<file path="src/design/ipsv_pkg.sv">
package ipsv_pkg;

  // Character classes handed from the front end to the back end
  typedef enum logic [2:0] {
    CLS_DOT,
    CLS_COLON,
    CLS_DIGIT,
    CLS_HEX,
    CLS_OTHER
  } cls_t;

  typedef struct packed {
    cls_t       cls;
    logic [3:0] digit;
    logic       is_final;
  } item_t;

  localparam logic [1:0] VERDICT_NONE = 2'd0;
  localparam logic [1:0] VERDICT_V4   = 2'd1;
  localparam logic [1:0] VERDICT_V6   = 2'd2;

  localparam logic [7:0] CHAR_DOT   = 8'h2E;
  localparam logic [7:0] CHAR_COLON = 8'h3A;
  localparam logic [7:0] CHAR_ZERO  = 8'h30;
  localparam logic [7:0] CHAR_NINE  = 8'h39;
  localparam logic [7:0] CHAR_LA    = 8'h61;
  localparam logic [7:0] CHAR_LF    = 8'h66;
  localparam logic [7:0] CHAR_UA    = 8'h41;
  localparam logic [7:0] CHAR_UF    = 8'h46;

  localparam logic [8:0] VALUE_CAP  = 9'd256;
  localparam logic [2:0] LEN_CAP    = 3'd7;
  localparam logic [2:0] V4_MAX_LEN = 3'd3;
  localparam logic [2:0] V6_MAX_LEN = 3'd4;
  localparam logic [3:0] V4_GROUPS  = 4'd4;
  localparam logic [3:0] V6_GROUPS  = 4'd8;
  localparam logic [3:0] SEEN_CAP   = 4'd15;

  localparam int QUEUE_DEPTH = 2;
  localparam int QPTR_W      = $clog2(QUEUE_DEPTH);
  localparam int QCNT_W      = $clog2(QUEUE_DEPTH + 1);

endpackage

</file>
<file path="src/design/ip_address_string_validator.sv">
// Path: a final character is stored in the queue, popped by the back end and graded
// into the registered verdict; a stalled verdict can hold it in the queue.
// Throughput: one character per cycle while verdicts are taken; the back end
// state update (one character per cycle) sets the rate.
// Reset: synchronous, active high; clears the queue, the string state and the
// verdict valid. No clearing pass, requests are taken the cycle after reset.
module ip_address_string_validator (
  input  logic       clk,
  input  logic       rst,
  // character request channel
  input  logic       char_valid,
  output logic       char_stall,
  input  logic [7:0] char_code,
  input  logic       is_final,
  // verdict channel
  output logic       verdict_valid,
  input  logic       verdict_stall,
  output logic [1:0] verdict
);

  logic            push;
  logic            pop;
  logic            full;
  logic            not_empty;
  ipsv_pkg::item_t push_item;
  ipsv_pkg::item_t head;

  // Front end: classify each byte and hand it to the queue; stall only when full
  ipsv_front u_front (
    .char_valid (char_valid),
    .char_code  (char_code),
    .is_final   (is_final),
    .full       (full),
    .char_stall (char_stall),
    .push       (push),
    .item       (push_item)
  );

  // Short queue decouples the front end from a stalled verdict
  ipsv_queue u_queue (
    .clk       (clk),
    .rst       (rst),
    .push      (push),
    .push_item (push_item),
    .pop       (pop),
    .full      (full),
    .not_empty (not_empty),
    .head      (head)
  );

  // Back end: advance the string state and register the verdict
  ipsv_back u_back (
    .clk           (clk),
    .rst           (rst),
    .not_empty     (not_empty),
    .head          (head),
    .pop           (pop),
    .verdict_valid (verdict_valid),
    .verdict_stall (verdict_stall),
    .verdict       (verdict)
  );

endmodule

</file>
<file path="src/design/ipsv_front.sv">
module ipsv_front (
  input  logic                char_valid,
  input  logic [7:0]          char_code,
  input  logic                is_final,
  input  logic                full,
  output logic                char_stall,
  output logic                push,
  output ipsv_pkg::item_t     item
);

  logic [7:0] diff;

  assign diff       = char_code - ipsv_pkg::CHAR_ZERO;
  assign char_stall = full;
  assign push       = char_valid && !full;

  // Classify the byte
  always_comb begin
    item.is_final = is_final;
    item.digit    = diff[3:0];
    if (char_code == ipsv_pkg::CHAR_DOT) begin
      item.cls = ipsv_pkg::CLS_DOT;
    end else if (char_code == ipsv_pkg::CHAR_COLON) begin
      item.cls = ipsv_pkg::CLS_COLON;
    end else if (char_code >= ipsv_pkg::CHAR_ZERO && char_code <= ipsv_pkg::CHAR_NINE) begin
      item.cls = ipsv_pkg::CLS_DIGIT;
    end else if ((char_code >= ipsv_pkg::CHAR_LA && char_code <= ipsv_pkg::CHAR_LF) ||
                 (char_code >= ipsv_pkg::CHAR_UA && char_code <= ipsv_pkg::CHAR_UF)) begin
      item.cls = ipsv_pkg::CLS_HEX;
    end else begin
      item.cls = ipsv_pkg::CLS_OTHER;
    end
  end

endmodule

</file>
<file path="src/design/ipsv_queue.sv">
module ipsv_queue (
  input  logic            clk,
  input  logic            rst,
  input  logic            push,
  input  ipsv_pkg::item_t push_item,
  input  logic            pop,
  output logic            full,
  output logic            not_empty,
  output ipsv_pkg::item_t head
);

  ipsv_pkg::item_t mem [ipsv_pkg::QUEUE_DEPTH];
  logic [ipsv_pkg::QPTR_W-1:0] wr_ptr;
  logic [ipsv_pkg::QPTR_W-1:0] rd_ptr;
  logic [ipsv_pkg::QCNT_W-1:0] count;

  assign full      = (count == ipsv_pkg::QCNT_W'(ipsv_pkg::QUEUE_DEPTH));
  assign not_empty = (count != '0);
  assign head      = mem[rd_ptr];

  always_ff @(posedge clk) begin
    if (push) begin
      mem[wr_ptr] <= push_item;
    end
  end

  always_ff @(posedge clk) begin
    if (rst) begin
      wr_ptr <= '0;
      rd_ptr <= '0;
      count  <= '0;
    end else begin
      if (push) begin
        wr_ptr <= (wr_ptr == ipsv_pkg::QPTR_W'(ipsv_pkg::QUEUE_DEPTH - 1)) ? '0 : wr_ptr + 1'b1;
      end
      if (pop) begin
        rd_ptr <= (rd_ptr == ipsv_pkg::QPTR_W'(ipsv_pkg::QUEUE_DEPTH - 1)) ? '0 : rd_ptr + 1'b1;
      end
      if (push && !pop) begin
        count <= count + 1'b1;
      end else if (pop && !push) begin
        count <= count - 1'b1;
      end
    end
  end

endmodule

</file>
<file path="src/design/ipsv_back.sv">
module ipsv_back (
  input  logic            clk,
  input  logic            rst,
  input  logic            not_empty,
  input  ipsv_pkg::item_t head,
  output logic            pop,
  output logic            verdict_valid,
  input  logic            verdict_stall,
  output logic [1:0]      verdict
);

  typedef enum logic [1:0] {
    MODE_NONE,
    MODE_V4,
    MODE_V6
  } mode_t;

  typedef struct packed {
    mode_t      mode;
    logic [2:0] glen;
    logic [8:0] gval;
    logic       fz;
    logic [3:0] gseen;
    logic       failed;
  } st_t;

  st_t        st;
  st_t        st_next;
  st_t        s;
  st_t        fin;
  logic [1:0] verdict_next;
  logic [11:0] prod;

  // Check the open group against the mode, count it and clear it
  function automatic st_t close_grp(st_t g);
    st_t  r;
    logic ok;
    r = g;
    unique case (g.mode)
      MODE_V4: ok = (g.glen >= 3'd1) && (g.glen <= ipsv_pkg::V4_MAX_LEN) &&
                    (g.gval < ipsv_pkg::VALUE_CAP) && !(g.fz && g.glen > 3'd1);
      MODE_V6: ok = (g.glen >= 3'd1) && (g.glen <= ipsv_pkg::V6_MAX_LEN);
      default: ok = 1'b0;
    endcase
    r.failed = g.failed | ~ok;
    if (g.gseen != ipsv_pkg::SEEN_CAP) begin
      r.gseen = g.gseen + 4'd1;
    end
    r.glen = '0;
    r.gval = '0;
    r.fz   = 1'b0;
    return r;
  endfunction

  assign pop  = not_empty && (!verdict_valid || !verdict_stall);
  assign prod = 12'(st.gval) * 12'd10 + 12'(head.digit);

  always_comb begin
    mode_t want;
    s    = st;
    want = (head.cls == ipsv_pkg::CLS_DOT) ? MODE_V4 : MODE_V6;
    if (!st.failed) begin
      case (head.cls) inside
        ipsv_pkg::CLS_DOT, ipsv_pkg::CLS_COLON: begin
          if (st.mode != MODE_NONE && st.mode != want) begin
            s.failed = 1'b1;
          end else begin
            s.mode = want;
            s = close_grp(s);
            if (s.gseen >= ((want == MODE_V4) ? ipsv_pkg::V4_GROUPS : ipsv_pkg::V6_GROUPS)) begin
              s.failed = 1'b1;
            end
          end
        end
        ipsv_pkg::CLS_DIGIT: begin
          if (st.glen == 3'd0 && head.digit == 4'd0) begin
            s.fz = 1'b1;
          end
          if (st.gval < ipsv_pkg::VALUE_CAP) begin
            s.gval = (prod > 12'(ipsv_pkg::VALUE_CAP)) ? ipsv_pkg::VALUE_CAP : prod[8:0];
          end
          if (st.glen != ipsv_pkg::LEN_CAP) begin
            s.glen = st.glen + 3'd1;
          end
        end
        ipsv_pkg::CLS_HEX: begin
          if (st.mode == MODE_V4) begin
            s.failed = 1'b1;
          end else begin
            s.gval = ipsv_pkg::VALUE_CAP;
            if (st.glen != ipsv_pkg::LEN_CAP) begin
              s.glen = st.glen + 3'd1;
            end
          end
        end
        default: s.failed = 1'b1;
      endcase
    end

    // Close the last group and grade the string
    fin = s;
    if (!s.failed) begin
      fin = close_grp(s);
    end
    verdict_next = ipsv_pkg::VERDICT_NONE;
    if (!fin.failed) begin
      if (fin.mode == MODE_V4 && fin.gseen == ipsv_pkg::V4_GROUPS) begin
        verdict_next = ipsv_pkg::VERDICT_V4;
      end else if (fin.mode == MODE_V6 && fin.gseen == ipsv_pkg::V6_GROUPS) begin
        verdict_next = ipsv_pkg::VERDICT_V6;
      end
    end

    st_next = head.is_final ? '0 : s;
  end

  always_ff @(posedge clk) begin
    if (rst) begin
      st            <= '0;
      verdict_valid <= 1'b0;
    end else begin
      if (pop) begin
        st <= st_next;
      end
      if (pop && head.is_final) begin
        verdict_valid <= 1'b1;
      end else if (!verdict_stall) begin
        verdict_valid <= 1'b0;
      end
    end
  end

  always_ff @(posedge clk) begin
    if (pop && head.is_final) begin
      verdict <= verdict_next;
    end
  end

endmodule

</file>
<file path="config.mk">
export PLATFORM = sky130hd
export DESIGN_NAME = ip_address_string_validator
export DESIGN_NICKNAME = d
export VERILOG_FILES = /design/src/design/ipsv_pkg.sv /design/src/design/ip_address_string_validator.sv /design/src/design/ipsv_front.sv /design/src/design/ipsv_queue.sv /design/src/design/ipsv_back.sv
export SDC_FILE = /design/constraint.sdc
export NUM_CORES = 1
export LEC_CHECK = 0
export ABC_CLOCK_PERIOD_IN_PS = 4300
export BUFFER_PORTS_ARGS = -buffer_cell sky130_fd_sc_hd__buf_4
export CORE_MARGIN = 3
export CORE_UTILIZATION = 29
export DETAILED_ROUTE_END_ITERATION = 8
export GPL_TIMING_DRIVEN = 0
export HOLD_SLACK_MARGIN = 0.05
export PLACE_DENSITY_LB_ADDON = 0.3
export SYNTH_ARGS = -nofsm -noshare
export SYNTH_HDL_FRONTEND = slang
export SYNTH_SLANG_ARGS = --single-unit
export TNS_END_PERCENT = 100
</file>
<file path="constraint.sdc">
create_clock -name clk -period 4.3 [get_ports clk]
set_input_delay 0.215 -clock clk [delete_from_list [all_inputs] [get_ports clk]]
set_output_delay 0.215 -clock clk [all_outputs]
set_load 0.02 [all_outputs]
</file>
==> flow_summary.toml, run 1 <==
[clock_tree]
cts_buffers = 5
cts_hold_buf = 0
root_buffer = "clkbuf_8"
cts_tree = "done"
htreeDepth = 2
clk_latency_ns = 0.31
cts_buffer_depth = 2
cts_sinks = 44
post_cts_buffers = 0
clkTransAtPathRegs_ns = 0.10
cts_resized = 0

[yosys]
synth_simple_gate_area_share_pct = 22.2
synth_async_sr_flop_share_pct = 0
avgSynthCellArea_um2 = 9.31
synthXorXnorAreaFrac_pct = 4.40
synth_edf_count = 18
synth_cells = 342
ys_seq_area_share_pct = 33.3
synth_compound_area_share_pct = 20.5
synthAdderAreaFrac_pct = 11.9
muxShareOfSynthArea_pct = 4.20
syn_area_mm2 = 0.00319
synth_seq_cells = 44
synth_cell_types = 70
synthFlopType = "dfxtp_1"
syn_nets = 384
ys_warn_count = 0
synth_top_family_by_area = "simple AND/OR/NAND/NOR gates"

[global_routing]
first_global_vias = 2415
grt_overflow_total = 0
grt_pass1_wl_mm = 11.7
grt_util_met1_pct = 15.3
grt_use_met3_pct = 1.80
grt-busiest-layer = "met2"
met2_usage_pct = 18.7
grt_max_degree = 16
antenna_found_initial = 0
grtUsageTotal_pct = 11.3

[place]
gp_congestion = 0.774
dp_hpwl_mm = 5.29
dpl_cell_area_mm2 = 0.00347
portBuffers = 15
placed_cells = 493

[final_layout]
drive_gt1_share_pct = 15.1
nets = 406
fillCellCount = 1060
final_cell_mix = "41 x nor2_1, 27 x ha_1, 26 x dfxtp_1, 21 x nand2_1, 18 x edfxtp_1"
diodes = 0
mostFrequentLayoutCell = "nor2_1"
synthToLayoutAreaGrowth_pct = 12.5
fin_cells = 501
postLayoutCellArea_mm2 = 0.00358
final_core_utilization_pct = 34.1

[setup_path]
start_kind = "flop"
r2r_cells = 11
endpoint_kind = "flop"
cp_data_required_time_ns = 4.43
critical_path_class = "flop to flop"
slowest_stage = "dfxtp_1"
worst_ep_arrival_time_ns = 3.84
worst-path-max-fanout = 4
crit_top_cell = "ha_1"
r2r_setup_slack_ns = 0.60
slowest_delay_ns = 0.44
worstPathCellList = "ha_1, ha_1, fa_1, xor2_1, nand3_1, nor4_1, xnor2_1, nor4b_1, a211oi_1, o32a_1, nor4_2"

[sta]
hold_viol = 0
slew_headroom_pct = 54.3
fin_crit_sh_pct = 86.1
max_freq_ghz = 0.270
rsz0062_at_grt = "false"
period_needed_ns = 3.70
tns_ns = 0
skew_ns = 0.0141
setup_viol = 0
worstMarginPinSlew_ns = 0.684
drv_slew = 0

[floorplanning]
std_cell_rows = 37
core_mm2 = 0.0105
initial_core_util_pct = 30.3
fp.dieW_um = 111
io_pins = 17
die_h_um = 111
die_area_mm2 = 0.0123

[power_and_ir_drop]
peakVddDrop_mv = 0.289
p_leak_nw = 1.39
fin_total_pwr_mw = 1.39
powerDensity_mw_per_mm2 = 389

[route]
viasPerCell = 5.08
dr.pass1.iters = 4
drcViolationCount = 0
drt-wirelength-per-cell_um = 13.5
ant_nets = 0
drt_first_iter_violations = 113
routed_wl_mm = 6.79
vias = 2543

[run_status]
status = "complete, no violations"

[min_path]
min_path_type = "input port to flop"
hold_depth = 1

[run]
drv_cap = 0
## cell families (layout without fill, tap and decap cells)
group           after synthesis  in the layout
simple gates                130            130
compound gates               85             85
flops                        44             44
fa+ha+maj                    29             29
buf+inv                      26             49
xor+xnor                     16             16
mux                          12             12
## stage by stage
stage / setup WS, ns / hold slack (ns)
floorplan: 1.05 / 0.314
detailed placement: 0.666 / 0.405
global route: 0.265 / 0.0832
CTS: 0.603 / 0.0866
finish: 0.597 / 0.0941
global placement: 0.661 / 0.401
## Yosys cell counts (5+ instances only)
cell type,number,area (um^2)
nor3_1,10,50.1
o21ai_0,13,65.1
a22oi_1,7,52.6
dfxtp_1,26,521
edfxtp_1,18,541
mux2_2,7,78.8
nor2b_1,6,37.5
ha_1,27,338
xnor2_1,9,78.8
nor2_1,41,154
nand2_1,21,78.8
inv_1,17,63.8
xor2_1,7,61.3
a22o_1,6,52.6
a21oi_1,17,85.1
o21ai_1,6,30.0
nand3_1,9,45.0
nor4_1,5,31.3
## final timing paths
check,start,endpoint
worst max-delay path,u_back.st[7]$_SDFFE_PP0P_,u_back.verdict[1]$_SDFFCE_PP0P_
worst max register to register,u_back.st[7]$_SDFFE_PP0P_,u_back.verdict[1]$_SDFFCE_PP0P_
worst min register to register,u_back.st[13]$_SDFFE_PP0P_,u_back.st[13]$_SDFFE_PP0P_
worst min-delay path,is_final,u_queue.mem[0][0]$_DFFE_PP_
## where the power goes
group          switching, mW  internal [mW]  total (mW)
clock network          0.155          0.175       0.330
registers             0.0428          0.498       0.541
logic                  0.313          0.210       0.524
total                  0.511          0.884        1.39
## layer usage
metal	share of wire, %	wire length, um	vias up
met5	0	0	-
met3	2.1	143	5
met4	1.1	78	0
met1	49	3320	1204
met2	48	3240	20
li1	-	-	1314
## worst max-delay path, delay by kind of cell, from the launching register on
family | cells | cell delay (ns)
AND/OR/NAND/NOR | 4 | 1.02
XOR/XNOR | 2 | 0.52
adder cells (fa/ha/maj) | 3 | 0.96
flip-flops | 1 | 0.44
AO/OA/AOI/OAI | 2 | 0.59
## cell type report
class / instances / area [um^2] / share of cell area, %
clock inverter: 3 / 46.3 / 1.29
timing repair buffer: 15 / 113 / 3.14
multi-input combinational: 272 / 2010 / 56.1
sequential: 44 / 1060 / 29.6
buffer: 9 / 51.3 / 1.43
clock buffer: 5 / 68.8 / 1.92
inverter: 17 / 63.8 / 1.78
tap: 136 / 170 / 4.75
## state kept, by name (all words and copies together), names as in the netlist, named ones only
| signal | cells |
|---|---|
| u_back.verdict_valid | 1 |
| u_queue.count | 2 |
| u_back.st | 20 |
| u_queue.wr_ptr | 1 |
| u_queue.mem | 16 |
| u_back.verdict | 2 |
| u_queue.rd_ptr | 1 |
(Power assumes the default switching activity.)
==> inputs of run 2 (changes only) <==
--- a/config.mk
+++ b/config.mk
@@ -15,5 +15,6 @@
 export PLACE_DENSITY_LB_ADDON = 0.3
 export SYNTH_ARGS = -nofsm -noshare
 export SYNTH_HDL_FRONTEND = slang
+export SYNTH_HIERARCHICAL = 1
 export SYNTH_SLANG_ARGS = --single-unit
 export TNS_END_PERCENT = 100
==> flow_summary.toml, run 2 <==
[run]
drv_cap = 0

[floorplanning]
std_cell_rows = 37
initial_core_util_pct = 30.5
die_area_mm2 = 0.0124
die_h_um = 111
core_mm2 = 0.0106
io_pins = 17
fp.dieW_um = 111

[setup_path]
cp_data_required_time_ns = 4.42
worst-path-max-fanout = 10
crit_buf_inv = 2
worst_ep_arrival_time_ns = 4.03
cp_num_cells = 12
timing.rr.end = "u_back/verdict[1]$_SDFFCE_PP0P_"
endpoint_kind = "flop"
r2r_cells = 12
r2r_setup_slack_ns = 0.39
crit_family = "simple AND/OR/NAND/NOR gates"
worstPathCellList = "buf_2, mux2_2, clkbuf_1, nor3_1, ha_1, or4b_2, a31oi_1, o31ai_1, and2_1, a211o_1, o31a_1, nor3b_1"
slowest_stage = "or4b_2"
cp-endpoint = "u_back/verdict[1]$_SDFFCE_PP0P_"
slowest_delay_ns = 0.58
start_kind = "flop"
critical_path_class = "flop to flop"

[yosys]
netlist.area_leader.share_pct = 16.8
ys_warn_count = 6
yosys.area.top_type = "edfxtp_1"
syn_nets = 406
avgSynthCellArea_um2 = 8.84
synthFlopType = "dfxtp_1"
synth_cell_types = 63
synth_edf_count = 18
synth_async_sr_flop_share_pct = 0
ys_seq_area_share_pct = 33.0
post-synth-top-count-cell = "nand2_1"
synthTopCellsByArea = "edfxtp_1 17%, dfxtp_1 16%, ha_1 11%"
syn_area_mm2 = 0.00322
synth_seq_cells = 44
synth_cells = 364
ys_top_cells_by_count = "38 x nand2_1, 34 x nor2_1, 27 x ha_1"

[place]
gp_congestion = 0.809
portBuffers = 14
dpl_cell_area_mm2 = 0.00349
dp_hpwl_mm = 5.37

[route]
routed_wl_mm = 7.06
drcViolationCount = 0
viasPerCell = 5.11
drt-wirelength-per-cell_um = 13.5
dr.pass1.iters = 6
drt_first_iter_violations = 131
ant_nets = 0
vias = 2666

[min_path]
hold_depth = 1
min_path_type = "input port to flop"

[sta]
period_needed_ns = 3.91
drv_slew = 0
hold_viol = 0
slew_headroom_pct = 43.5
skew_ns = 0.00584
setup_viol = 0
tns_ns = 0
worstMarginPinSlew_ns = 0.836
rsz0062_at_grt = "false"
max_freq_ghz = 0.256
whs_ns = 0.0887
fin_crit_sh_pct = 90.9

[clock_tree]
cts_buffers = 5
cts_hold_buf = 0
cts_buffer_depth = 2
cts_tree = "done"
htreeDepth = 2
cts_resized = 0
root_buffer = "clkbuf_8"
post_cts_buffers = 0
clk_latency_ns = 0.30
clkTransAtPathRegs_ns = 0.09
cts_sinks = 44

[global_routing]
grtUsageTotal_pct = 11.8
first_global_vias = 2599
antenna_found_initial = 0
grt_pass1_wl_mm = 12.4
grt_overflow_total = 0
grt_max_degree = 16

[final_layout]
mostFrequentLayoutCell = "nand2_1"
diodes = 0
largest_reg_flops = 20
nets = 427
top_regs = "u_back/st x20, u_queue/mem x16"
synthToLayoutAreaGrowth_pct = 12.2
postLayoutCellArea_mm2 = 0.00361
drive_gt1_share_pct = 14.2
regMostFlops = "u_back/st"
final_cell_mix = "38 x nand2_1, 34 x nor2_1, 27 x ha_1, 26 x dfxtp_1"

[run_status]
status = "complete, no violations"

[power_and_ir_drop]
p_leak_nw = 1.41
peakVddDrop_mv = 0.279
powerDensity_mw_per_mm2 = 370
fin_total_pwr_mw = 1.34
run 2: layer usage:
| metal | up-vias | wire, um | GRT usage (%) |
|---|---|---|---|
| li1 | 1381 | - | - |
| met1 | 1237 | 3510 | 16.3 |
| met2 | 44 | 3230 | 19.3 |
| met3 | 4 | 282 | 1.80 |
| met4 | 0 | 45 | 2.84 |
| met5 | - | 0 | 0 |
run 2: worst reg2reg max path: stages (launching register included):
cell and delay [ns]:
dfxtp_1 0.31, buf_2 0.20, mux2_2 0.37, clkbuf_1 0.22
nor3_1 0.55, ha_1 0.25, or4b_2 0.58, a31oi_1 0.21
o31ai_1 0.10, and2_1 0.23, a211o_1 0.33, o31a_1 0.12
nor3b_1 0.24
run 2: cell type report:
cell class                 instances  area [um^2]
buffer                            16         83.8
clock buffer                       5         68.8
clock inverter                     3         47.5
fill                            1130         6950
inverter                          15         56.3
multi-input combinational        289         2020
sequential                        44         1060
tap                              136          170
timing repair buffer              14          105
run 2: through the flow:
| step | instances | setup slack (ns) | utilization, % |
|---|---|---|---|
| after floorplan | 364 | 0.807 | - |
| after global placement | 514 | 0.432 | 33.1 |
| after detailed placement | 514 | 0.440 | 33.1 |
| after CTS | 522 | 0.394 | 34.2 |
| after global routing | 522 | 0.108 | 34.2 |
| final | 522 | 0.393 | 34.2 |
run 2: logic make-up after synthesis:
| family | Yosys count | share of synthesized area [%] |
|---|---|---|
| simple gates | 142 | 23.1 |
| flops | 44 | 33.0 |
| mux | 17 | 5.64 |
| buf+inv | 31 | 4.36 |
| xor+xnor | 17 | 4.63 |
| fa+ha+maj | 29 | 11.7 |
| compound gates | 84 | 17.6 |
run 2: worst min path at each step:
stage | from | to | slack (ns)
2_1_floorplan | rst | u_queue/count[1]$_SDFFE_PP0P_ | 0.28
3_3_place_gp | char_code[2] | u_queue/mem[0][3]$_DFFE_PP_ | 0.40
3_5_place_dp | char_code[2] | u_queue/mem[1][3]$_DFFE_PP_ | 0.40
4_1_cts | char_code[2] | u_queue/mem[1][3]$_DFFE_PP_ | 0.08
5_1_grt | char_code[2] | u_queue/mem[0][3]$_DFFE_PP_ | 0.07
6_report | char_code[2] | u_queue/mem[0][3]$_DFFE_PP_ | 0.09
run 2: report_power, final:
| part | leakage, nW | internal, mW | switching (mW) |
|---|---|---|---|
| combinational | 0.978 | 0.182 | 0.298 |
| sequential | 0.378 | 0.496 | 0.0302 |
| clock | 0.0583 | 0.175 | 0.154 |
